==> config.mk <==
export PLATFORM = sky130hd
export DESIGN_NAME = weighted_running_variance_top
export DESIGN_NICKNAME = d
export VERILOG_FILES = /design/src/rtl/wrv_pkg.sv /design/src/rtl/wrv_front.sv /design/src/rtl/wrv_div.sv /design/src/rtl/wrv_back.sv /design/src/rtl/weighted_running_variance_top.sv
export SDC_FILE = /design/constraint.sdc
export NUM_CORES = 2
export LEC_CHECK = 0
export BUFFER_PORTS_ARGS = -buffer_cell sky130_fd_sc_hd__buf_4
export CORE_MARGIN = 2
export CORE_UTILIZATION = 34
export CTS_BUF_LIST = sky130_fd_sc_hd__clkbuf_8
export DETAILED_ROUTE_END_ITERATION = 10
export PLACE_DENSITY_LB_ADDON = 0.25
export SLEW_MARGIN = 20
export SYNTH_ARGS = -nofsm -noshare
export SYNTH_HDL_FRONTEND = slang
export SYNTH_HIERARCHICAL = 1
export SYNTH_SLANG_ARGS = --single-unit
==> constraint.sdc <==
create_clock -name clk -period 14.9 [get_ports clk]
set_clock_uncertainty 0.1 [all_clocks]
set_input_delay 0 -clock clk [delete_from_list [all_inputs] [get_ports clk]]
set_output_delay 0 -clock clk [all_outputs]
set_load 0.02 [all_outputs]
==> src/rtl/wrv_pkg.sv <==
package wrv_pkg;

  // Front-end classification of one incoming item
  typedef enum logic [1:0] {
    KIND_ACCEPT,
    KIND_ZERO,
    KIND_REJECT
  } kind_t;

  typedef struct packed {
    logic [31:0] value;
    logic [14:0] weight;
    kind_t       kind;
  } item_t;

  typedef struct packed {
    logic [31:0] mean;
    logic [31:0] pop_sd;
    logic [31:0] samp_sd;
    logic        rejected;
    logic        undef;
    logic        empty;
  } result_t;

endpackage

==> src/rtl/wrv_front.sv <==
module wrv_front import wrv_pkg::*; #(
  parameter int unsigned DEPTH = 2
) (
  input  logic        clk,
  input  logic        rst,
  input  logic        push,
  input  logic [31:0] value,
  input  logic [15:0] weight,
  output logic        full,
  output logic        q_valid,
  output item_t       q_item,
  input  logic        q_pop
);

  localparam int unsigned PW = (DEPTH > 1) ? $clog2(DEPTH) : 1;
  localparam int unsigned CW = $clog2(DEPTH + 1);

  item_t         slots [DEPTH];
  logic [PW-1:0] wr_ptr;
  logic [PW-1:0] rd_ptr;
  logic [CW-1:0] count;
  item_t         item_in;
  logic          do_push;
  logic          do_pop;

  // Classify on the way in
  always_comb begin
    item_in.value  = value;
    item_in.weight = weight[14:0];
    if (weight[15]) begin
      item_in.kind = KIND_REJECT;
    end else if (weight == 16'd0) begin
      item_in.kind = KIND_ZERO;
    end else begin
      item_in.kind = KIND_ACCEPT;
    end
  end

  assign full    = (count == CW'(DEPTH));
  assign q_valid = (count != '0);
  assign q_item  = slots[rd_ptr];
  assign do_push = push && !full;
  assign do_pop  = q_pop && q_valid;

  always_ff @(posedge clk) begin
    if (do_push) begin
      slots[wr_ptr] <= item_in;
    end
  end

  always_ff @(posedge clk) begin
    if (rst) begin
      wr_ptr <= '0;
      rd_ptr <= '0;
      count  <= '0;
    end else begin
      if (do_push) begin
        wr_ptr <= (wr_ptr == PW'(DEPTH - 1)) ? '0 : wr_ptr + 1'b1;
      end
      if (do_pop) begin
        rd_ptr <= (rd_ptr == PW'(DEPTH - 1)) ? '0 : rd_ptr + 1'b1;
      end
      if (do_push && !do_pop) begin
        count <= count + 1'b1;
      end else if (do_pop && !do_push) begin
        count <= count - 1'b1;
      end
    end
  end

endmodule

==> src/rtl/wrv_div.sv <==
module wrv_div (
  input  logic        clk,
  input  logic        rst,
  input  logic        start,
  input  logic [63:0] hi,
  input  logic [63:0] lo,
  input  logic [63:0] dvs,
  output logic        busy,
  output logic        done,
  output logic [63:0] quo
);

  logic [63:0] rem;
  logic [63:0] dvd;
  logic [5:0]  cnt;
  logic [64:0] shifted;
  logic [64:0] diff;
  logic        qbit;
  logic [63:0] rem_next;

  // One quotient bit per cycle, restoring form
  always_comb begin
    shifted  = {rem, dvd[63]};
    diff     = shifted - {1'b0, dvs};
    qbit     = (shifted >= {1'b0, dvs});
    rem_next = qbit ? diff[63:0] : shifted[63:0];
  end

  always_ff @(posedge clk) begin
    if (rst) begin
      busy <= 1'b0;
      done <= 1'b0;
      cnt  <= '0;
    end else begin
      done <= 1'b0;
      if (start) begin
        if (dvs == 64'd0 || hi >= dvs) begin
          quo  <= '1;
          done <= 1'b1;
        end else begin
          rem  <= hi;
          dvd  <= lo;
          quo  <= '0;
          cnt  <= '0;
          busy <= 1'b1;
        end
      end else if (busy) begin
        rem <= rem_next;
        dvd <= {dvd[62:0], 1'b0};
        quo <= {quo[62:0], qbit};
        cnt <= cnt + 1'b1;
        if (cnt == 6'd63) begin
          busy <= 1'b0;
          done <= 1'b1;
        end
      end
    end
  end

endmodule

==> src/rtl/wrv_back.sv <==
module wrv_back import wrv_pkg::*; (
  input  logic    clk,
  input  logic    rst,
  input  logic    q_valid,
  input  item_t   q_item,
  output logic    q_pop,
  output logic    res_valid,
  output result_t res,
  input  logic    res_pop
);

  localparam logic [5:0] MUL_LAST = 6'd32;

  typedef enum logic [3:0] {
    S_IDLE, S_UPD, S_AW, S_QDIV_GO, S_QDIV, S_MEAN, S_MUL, S_DACC,
    S_STATS, S_SW, S_POPDIV, S_POPSQ, S_SMPDIV, S_SMPSQ, S_DONE
  } state_t;

  state_t      state;
  item_t       item;
  logic [47:0] wsum;
  logic [63:0] ssum;
  logic [31:0] mean;
  logic [63:0] dsum;
  logic        first;
  logic [32:0] a;
  logic        neg;
  logic [47:0] aw;
  logic [79:0] acc;
  logic [79:0] cand;
  logic [32:0] mb;
  logic [5:0]  mcnt;
  logic [63:0] sw;
  logic [63:0] sq_v;
  logic [63:0] sq_res;
  logic [63:0] sq_bit;
  logic [31:0] pop_sd;
  logic [31:0] samp_sd;
  logic        undef;
  logic        div_start;
  logic [63:0] div_hi;
  logic [63:0] div_lo;
  logic [63:0] div_d;
  logic        div_busy;
  logic        div_done;
  logic [63:0] div_quo;

  logic [48:0] w_add;
  logic [64:0] s_add;
  logic [32:0] delta;
  logic [33:0] m_new;
  logic [32:0] b_s;
  logic [64:0] d_add;
  logic [63:0] sq_sum;
  logic        sq_ge;
  logic [63:0] sq_res_n;
  logic [63:0] sq_v_n;

  wrv_div u_div (
    .clk   (clk),
    .rst   (rst),
    .start (div_start),
    .hi    (div_hi),
    .lo    (div_lo),
    .dvs   (div_d),
    .busy  (div_busy),
    .done  (div_done),
    .quo   (div_quo)
  );

  always_comb begin
    w_add    = {1'b0, wsum} + {34'b0, item.weight};
    s_add    = {1'b0, ssum} + {35'b0, {15'b0, item.weight} * {15'b0, item.weight}};
    delta    = {item.value[31], item.value} - {mean[31], mean};
    m_new    = neg ? ({{2{mean[31]}}, mean} - {1'b0, div_quo[32:0]})
                   : ({{2{mean[31]}}, mean} + {1'b0, div_quo[32:0]});
    b_s      = {item.value[31], item.value} - {mean[31], mean};
    d_add    = {1'b0, dsum} + {9'b0, acc[79:24]};
    sq_sum   = sq_res + sq_bit;
    sq_ge    = (sq_v >= sq_sum);
    sq_res_n = sq_ge ? ((sq_res >> 1) + sq_bit) : (sq_res >> 1);
    sq_v_n   = sq_ge ? (sq_v - sq_sum) : sq_v;
  end

  assign q_pop = (state == S_IDLE) && q_valid;

  always_ff @(posedge clk) begin
    if (rst) begin
      state     <= S_IDLE;
      wsum      <= '0;
      ssum      <= '0;
      mean      <= '0;
      dsum      <= '0;
      first     <= 1'b1;
      div_start <= 1'b0;
      res_valid <= 1'b0;
    end else begin
      div_start <= 1'b0;
      if (res_pop && res_valid) begin
        res_valid <= 1'b0;
      end
      case (state)
        S_IDLE: begin
          if (q_valid) begin
            item  <= q_item;
            state <= (q_item.kind == KIND_ACCEPT) ? S_UPD : S_STATS;
          end
        end
        S_UPD: begin
          wsum <= w_add[48] ? '1 : w_add[47:0];
          ssum <= s_add[64] ? '1 : s_add[63:0];
          if (first) begin
            mean  <= item.value;
            dsum  <= '0;
            first <= 1'b0;
            state <= S_STATS;
          end else begin
            neg   <= delta[32];
            a     <= delta[32] ? (33'd0 - delta) : delta;
            state <= S_AW;
          end
        end
        S_AW: begin
          aw    <= {15'b0, a} * {33'b0, item.weight};
          state <= S_QDIV_GO;
        end
        S_QDIV_GO: begin
          div_hi    <= '0;
          div_lo    <= {16'b0, aw} + {17'b0, wsum[47:1]};
          div_d     <= {16'b0, wsum};
          div_start <= 1'b1;
          state     <= S_QDIV;
        end
        S_QDIV: begin
          if (div_done) begin
            mean  <= m_new[31:0];
            state <= S_MEAN;
          end
        end
        S_MEAN: begin
          mb    <= b_s[32] ? (33'd0 - b_s) : b_s;
          cand  <= {32'b0, aw};
          acc   <= '0;
          mcnt  <= '0;
          state <= S_MUL;
        end
        S_MUL: begin
          if (mb[0]) begin
            acc <= acc + cand;
          end
          cand <= {cand[78:0], 1'b0};
          mb   <= mb >> 1;
          mcnt <= mcnt + 1'b1;
          if (mcnt == MUL_LAST) begin
            state <= S_DACC;
          end
        end
        S_DACC: begin
          dsum  <= d_add[64] ? '1 : d_add[63:0];
          state <= S_STATS;
        end
        S_STATS: begin
          if (wsum == 48'd0) begin
            pop_sd  <= '0;
            samp_sd <= '0;
            undef   <= 1'b1;
            state   <= S_DONE;
          end else begin
            div_hi    <= '0;
            div_lo    <= ssum;
            div_d     <= {16'b0, wsum};
            div_start <= 1'b1;
            state     <= S_SW;
          end
        end
        S_SW: begin
          if (div_done) begin
            sw        <= div_quo;
            div_hi    <= {40'b0, dsum[63:40]};
            div_lo    <= {dsum[39:0], 24'b0};
            div_d     <= {16'b0, wsum};
            div_start <= 1'b1;
            state     <= S_POPDIV;
          end
        end
        S_POPDIV: begin
          if (div_done) begin
            sq_v   <= div_quo;
            sq_res <= '0;
            sq_bit <= 64'h4000_0000_0000_0000;
            state  <= S_POPSQ;
          end
        end
        S_POPSQ: begin
          sq_v   <= sq_v_n;
          sq_res <= sq_res_n;
          sq_bit <= sq_bit >> 2;
          if (sq_bit[0]) begin
            pop_sd <= sq_res_n[31:0];
            if (sw < {16'b0, wsum}) begin
              div_hi    <= {40'b0, dsum[63:40]};
              div_lo    <= {dsum[39:0], 24'b0};
              div_d     <= {16'b0, wsum - sw[47:0]};
              div_start <= 1'b1;
              state     <= S_SMPDIV;
            end else begin
              samp_sd <= '0;
              undef   <= 1'b1;
              state   <= S_DONE;
            end
          end
        end
        S_SMPDIV: begin
          if (div_done) begin
            sq_v   <= div_quo;
            sq_res <= '0;
            sq_bit <= 64'h4000_0000_0000_0000;
            state  <= S_SMPSQ;
          end
        end
        S_SMPSQ: begin
          sq_v   <= sq_v_n;
          sq_res <= sq_res_n;
          sq_bit <= sq_bit >> 2;
          if (sq_bit[0]) begin
            samp_sd <= sq_res_n[31:0];
            undef   <= 1'b0;
            state   <= S_DONE;
          end
        end
        S_DONE: begin
          if (!res_valid) begin
            res_valid    <= 1'b1;
            res.mean     <= mean;
            res.pop_sd   <= pop_sd;
            res.samp_sd  <= samp_sd;
            res.rejected <= (item.kind == KIND_REJECT);
            res.undef    <= undef;
            res.empty    <= first;
            state        <= S_IDLE;
          end
        end
        default: begin
          state <= S_IDLE;
        end
      endcase
    end
  end

`ifndef SYNTHESIS
  a_first_has_weight: assert property (@(posedge clk) disable iff (rst)
    !first |-> (wsum != 48'd0))
    else $error("statistics hold samples but weight sum is zero");

  a_div_idle_on_start: assert property (@(posedge clk) disable iff (rst)
    div_start |-> !div_busy)
    else $error("divider started while busy");

  a_result_held: assert property (@(posedge clk) disable iff (rst)
    (res_valid && !res_pop) |=> (res_valid && $stable(res)))
    else $error("pending result dropped or changed");

  a_pop_only_idle: assert property (@(posedge clk) disable iff (rst)
    q_pop |=> (state == S_UPD || state == S_STATS))
    else $error("item taken outside idle");
`endif

endmodule

==> src/rtl/weighted_running_variance_top.sv <==
// Weighted running mean and standard deviation (weighted Welford update).
//
// Input channel: drive sample_value (Q16.16) and sample_weight (Q8.8) with
// push; a transfer happens on a rising edge with push high and full low.
// Result channel: while empty is low the oldest result sits on mean_out,
// pop_std_dev, sample_std_dev and the three flags; pop transfers it.
// Every input transfer yields exactly one result, in order.
//
// An accepted item runs the shared 64-step divider up to four times and the
// 32-step square root up to twice; a rejected or zero-weight item runs the
// divider up to three times and the root up to twice.
// Before the first accepted sample an item runs no division and no root.
// The back end takes one item at a time; a two-entry input queue
// takes items while the back end is busy.
//
// Reset (rst, synchronous) clears the statistics, empties both queues and
// marks the block empty. When the receiver stalls, the finished result is
// held in the output register and the back end waits; the input queue
// keeps taking items until it fills, then raises full.
module weighted_running_variance_top import wrv_pkg::*; #(
  parameter int unsigned QUEUE_DEPTH = 2
) (
  input  logic        clk,
  input  logic        rst,
  input  logic        push,
  output logic        full,
  input  logic [31:0] sample_value,
  input  logic [15:0] sample_weight,
  output logic        empty,
  input  logic        pop,
  output logic [31:0] mean_out,
  output logic [31:0] pop_std_dev,
  output logic [31:0] sample_std_dev,
  output logic        weight_rejected,
  output logic        sample_undefined,
  output logic        is_empty
);

  logic    q_valid;
  item_t   q_item;
  logic    q_pop;
  logic    res_valid;
  result_t res;

  // Front end: transfer, classify by weight sign and zero weight, queue
  wrv_front #(
    .DEPTH (QUEUE_DEPTH)
  ) u_front (
    .clk     (clk),
    .rst     (rst),
    .push    (push),
    .value   (sample_value),
    .weight  (sample_weight),
    .full    (full),
    .q_valid (q_valid),
    .q_item  (q_item),
    .q_pop   (q_pop)
  );

  // Back end: update the sums, then divide and take roots on shared units
  wrv_back u_back (
    .clk       (clk),
    .rst       (rst),
    .q_valid   (q_valid),
    .q_item    (q_item),
    .q_pop     (q_pop),
    .res_valid (res_valid),
    .res       (res),
    .res_pop   (pop)
  );

  // Present the output register
  assign empty            = !res_valid;
  assign mean_out         = res.mean;
  assign pop_std_dev      = res.pop_sd;
  assign sample_std_dev   = res.samp_sd;
  assign weight_rejected  = res.rejected;
  assign sample_undefined = res.undef;
  assign is_empty         = res.empty;

endmodule

[After elaboration in Yosys (flattened, before gate mapping)]
Memory sizes are Yosys's and may differ from the RTL's. A register that Yosys moved wholly into a read port is not among the register bits.
Cells that the tools add are included.
Storage, ports and cells
  register bits after elaboration: 1361
  output and inout bits: 101
  memories kept: 1
  bits of input ports: 52
  word-level logic and storage cells: 257
  memory bits (writable): 98
Memory list
  u_front.slots: depth 2, width 49, read ports 1, clocked after memory_dff 1, wr ports 1, line wrv_front.sv:18  | item_t slots [DEPTH];
Cells by class
  magnitude comparators: 4
  multiply operators: 2
  $add $sub $neg: 20
  equality and inequality tests: 36
  mux-type cells: 102
  reductions and logical operators: 46
  bitwise gates (word level): 3
Operator list (number)
  $mux 64: 30
  $pmux 64 s4: 3
  $pmux 64 s2: 4
  $pmux 80 s2: 2
  $mux 32: 7
  $ge 64x64->1: 2
  $pmux 32 s2: 2
  $sub 64x64->64: 2
  $pmux 32 s3: 1
  $add 80x80->80: 1
  $mux 80: 1
  $pmux 33 s2: 1
  $add 64x30->65: 1
  $add 64x56->65: 1
  $ge 65x64->1: 1
  $add 63x64->64: 1
  $add 64x64->64: 1
  $logic_not 64->1: 1
  $lt 64x48->1: 1
  $pmux 4 s15: 1
  $add 48x15->49: 1
  $add 48x47->49: 1
  $logic_not 48->1: 1
  $mul 33x15->48: 1
  44 further kinds: 145

[Depth between registers and ports, before layout]
  depth in word-level cells: 7
  depth in mapped cells: 31
  gate-level depth less buffers: 27

[Modules after synthesis]
The synthesis kept the hierarchy.
Modules (own cells, without submodules)
  wrv_back: seq. area each 29948.7 sq um, area each 88443.6 sq um, cells an instance 9346, times used 1
  wrv_div: seq. area each 5925.7 sq um, area each 14556.5 sq um, cells an instance 1529, times used 1
  wrv_front: seq. area each 3042.9 sq um, area each 3782.4 sq um, cells an instance 182, times used 1
  weighted_running_variance_top: seq. area each 0.0 sq um, area each 3.8 sq um, cells an instance 1, times used 1

[Least setup slack after synthesis]
Ideal clock, no wire load.
  path type: reg2reg
  start point: register u_back.state[0]
  end point: register u_back.sq_v[0] (enable)
  clock period less this slack: 13350 ps
  cell stages (with the launch flop): 7
  path buffers: 3
  setup time: 583 ps
  data arrival time: 12666 ps
  required time: 14217 ps
  setup slack: 1550 ps
  cell sequence: dfxtp_1 clkbuf_1 clkbuf_1 buf_1 nor2_1 nor3_1 a21boi_0
Between the ends
  cells in the longest elaborated chain, start to end: 4
  elaborated cells on any way between the ends: 10
  classes of those cells: eq/ne (6); reduce/logical (4)
Ends and longest elaborated chain
  start: declaration: line wrv_back.sv:19  | state_t state;
  start signal: assignment: line wrv_back.sv:106  | state <= (q_item.kind == KIND_ACCEPT) ? S_UPD : S_STATS;
  $eq 4x4->1: line wrv_back.sv:102  | case (state)
  $reduce_or 2->1 (no line)
  $ne 2x1->1 (no line) or $reduce_bool 2->1 (tied branches)
  $reduce_and 4->1 (no line) (*)
  end signal: assignment: line wrv_back.sv:188  | sq_v <= div_quo;
  end signal: assignment: line wrv_back.sv:195  | sq_v <= sq_v_n;
  end signal: assignment: line wrv_back.sv:215  | sq_v <= div_quo;
  end: declaration: line wrv_back.sv:34  | logic [63:0] sq_v;
Every way passes the cells marked *; elsewhere a longest branch is shown, timed or not.
A chain may end at the register's enable or synchronous reset.

[Worst setup path after layout]
  start point: register u_back/item[13] in the netlist's numbering
  end point: register u_back.ssum[30]
Between the ends
  cells in the longest elaborated chain, start to end: 3
Ends and longest elaborated chain
  start: declaration: line wrv_back.sv:20  | item_t item;
  start signal: assignment: line wrv_back.sv:105  | item <= q_item;
  $mul 15x15->30: line wrv_back.sv:73  | s_add = {1'b0, ssum} + {35'b0, {15'b0, item.weight} * {15'b0, item.weight}};
  $add 64x30->65: line wrv_back.sv:73
  $mux 64: line wrv_back.sv:111  | ssum <= s_add[64] ? '1 : s_add[63:0];
  end signal: assignment: line wrv_back.sv:111
  end: declaration: line wrv_back.sv:22  | logic [63:0] ssum;
No other way between the ends.

==> metrics.cfg <==
[setup_path]
path_max_fanout = 46
worst-setup-path-type = register to register
cp.required_ps = 15670
reg2reg_slack_ps = 5880
arrival_ps = 9790
start_kind = register
end_kind = register

[run_status]
status = finished clean

[logic_synthesis]
synth_area_leaders = edfxtp_1, fa_1, ha_1
synthDistinctLibCells = 121
ys_warn_count = 6
yosysSeqAreaShare_pct = 36.4
ys_ff_latch = 1372
syn_area_per_cell_um2 = 9.66
yosysMostFrequentCell = nand2_1
yosys.area.top_type = edfxtp_1
synth_edf_count = 1144
syn_area_um2 = 107000
synthFlopType = edfxtp_1
netlist.area_leader.share_pct = 32.2
synth_common_cells = nand2_1, edfxtp_1, inv_1, ha_1, nor2_1
syn_inst = 11100
async_flop_share_pct = 0

[routing]
wl_per_cell_um = 21.2
first_pass_iters = 8
drt-total-wl_mm = 332
via_per_inst = 5.32
antenna_left = 0
vias = 83300
drt_iter0_markers = 6881
drc = 0

[cts]
postCtsSetupRepairBufs = 0
clk_path_buf_depth = 4
cts_root_buf = clkbuf_8
cts_resized = 0
worstSkewPairLatency_ps = 1060
clk_pin_slew_ps = 60
htree_levels = 5
cts.sinks = 1372
cts_buffers = 267
cts_tree = done
cts-hold-fix-buffers = 104

[finish]
layout-drive-gt1-share_pct = 8.11
layout.cells.non_filler = 15700
fillers = 30900
area_growth_pct = 11.4
fin_nets = 12800
fin_area_um2 = 119000

[die]
start_util_pct = 34.2
die_area_um2 = 319000
pin_count = 153
rows = 205
die_x_um = 564
core_um2 = 312000
chipHeight_um = 564

[global_route]
grt_pass1_wl_mm = 508
gr-usage-all-layers_pct = 20.4
grt_max_degree = 97
grt_pass1_vias = 83600
antenna_found_initial = 13
gr-total-overflow = 0

[placed_design]
place_congestion = 0.909
placed_area_um2 = 113000
place_ws_ps = 5960
place_hpwl_mm = 249
dp_cells = 15100
numPortBuffers = 152

[timing]
relSlewSlack_pct = 19.5
finalHoldViolCount = 0
tightest_slew_ps = 1190
report.final.setup_viol = 0
fin_crit_ps = 9020
fin_ws_ps = 5880
fin_setup_tns_ps = 0
slew_violations = 0
clock.fmax_mhz = 111
rsz0062_at_grt = false
fin_crit_sh_pct = 60.5

[job]
max-cap-violations = 0

[hold_path]
hold_path.class = primary input to register

[area by class of cell]
class                           instances  area (um^2)  area share [%]
Antenna cell                            2         5.00         0.00421
Clock buffer                          288         3960            3.33
Clock inverter                        191         1260            1.06
Timing Repair Buffer                  372         3070            2.58
Multi-Input combinational cell       8300        62800            52.8
Tap cell                             4140         5180            4.36
Inverter                             1006         3780            3.18
Sequential cell                      1372        38900            32.7
[logic make-up after synthesis]
family                   Yosys count  synth area share [%]
buffers and inverters           1497                  5.40
other                              1               0.00351
adder cells (fa/ha/maj)         1405                  20.5
multiplexers                     173                  1.80
AND/OR/NAND/NOR                 3340                  14.8
AO/OA/AOI/OAI                   2579                  15.4
XOR/XNOR                         691                  5.67
flip-flops                      1372                  36.4
[cell usage in the layout (no fill, tap or decap), types with 118 or more instances in the layout]
master / instances
nand2_1: 1156
and3_1: 118
nand3_1: 184
dfxtp_1: 226
a31oi_1: 136
edfxtp_1: 1144
o21ai_0: 552
a21oi_1: 760
and2_1: 361
mux2_2: 147
nand4_1: 166
ha_1: 831
xnor2_1: 396
nor2_1: 820
clkbuf_8: 289
a21o_1: 362
buf_4: 266
fa_1: 574
xor2_1: 295
inv_1: 1088
[final timing paths]
path,start,to,cells past startpoint
setup reg to reg,u_back/item[13],u_back/ssum[30],27
hold / removal,sample_value[25],u_front/slots[0][42],3
hold reg to reg,u_back/pop_sd[17],u_back/res[52],0
setup / recovery,u_back/item[13],u_back/ssum[30],27
[registers in the layout (all words and copies together) (netlist names), 48 cells and up, named ones only]
signal,count
u_back/item,49
u_back/res,99
u_front/slots,98
u_back/u_div/rem,64
u_back/sq_v,64
u_back/wsum,48
u_back/ssum,64
u_back/div_lo,64
u_back/sw,64
u_back/u_div/dvd,64
u_back/u_div/quo,64
u_back/acc,80
u_back/dsum,64
u_back/cand,80
u_back/div_d,48
u_back/aw,48
u_back/sq_res,64
[layer usage]
layer | wire length [um] | share of wire (%) | up-vias | track usage, %
met2 | 150000 | 45 | 2325 | 32.6
met1 | 154000 | 46 | 41200 | 28.6
met5 | 27 | 0.0081 | - | 0
met4 | 10500 | 3.2 | 4 | 6.41
met3 | 17400 | 5.2 | 490 | 2.66
li1 | - | - | 39300 | -
[worst max-delay path: stages, from the launching register on]
cell and delay [ps]:
edfxtp_1 310, buf_4 480, inv_1 230, nor2_1 270, inv_1 100, fa_1 500, inv_1 50, fa_1 470
inv_1 60, fa_1 530, inv_1 50, fa_1 510, fa_1 570, inv_1 70, fa_1 530, inv_1 50
ha_1 350, and2_1 230, nand2_1 80, nor2_1 140, nand3_1 80, o21ai_0 610, a211oi_1 190, o21bai_1 340
nor3b_1 860, nand2_1 630, a21boi_0 290, o22ai_1 140
[per-stage QoR]
stage,utilization [%],hold WS (ps)
floorplan,-,-30.9
global placement,36.1,85.4
detailed placement,36.1,87.9
CTS,38.1,22.3
global route,38.1,102
finish,38.1,137
Power is not shown: default switching activity piles up to over one toggle a cycle in this logic, so the estimate is an artifact.
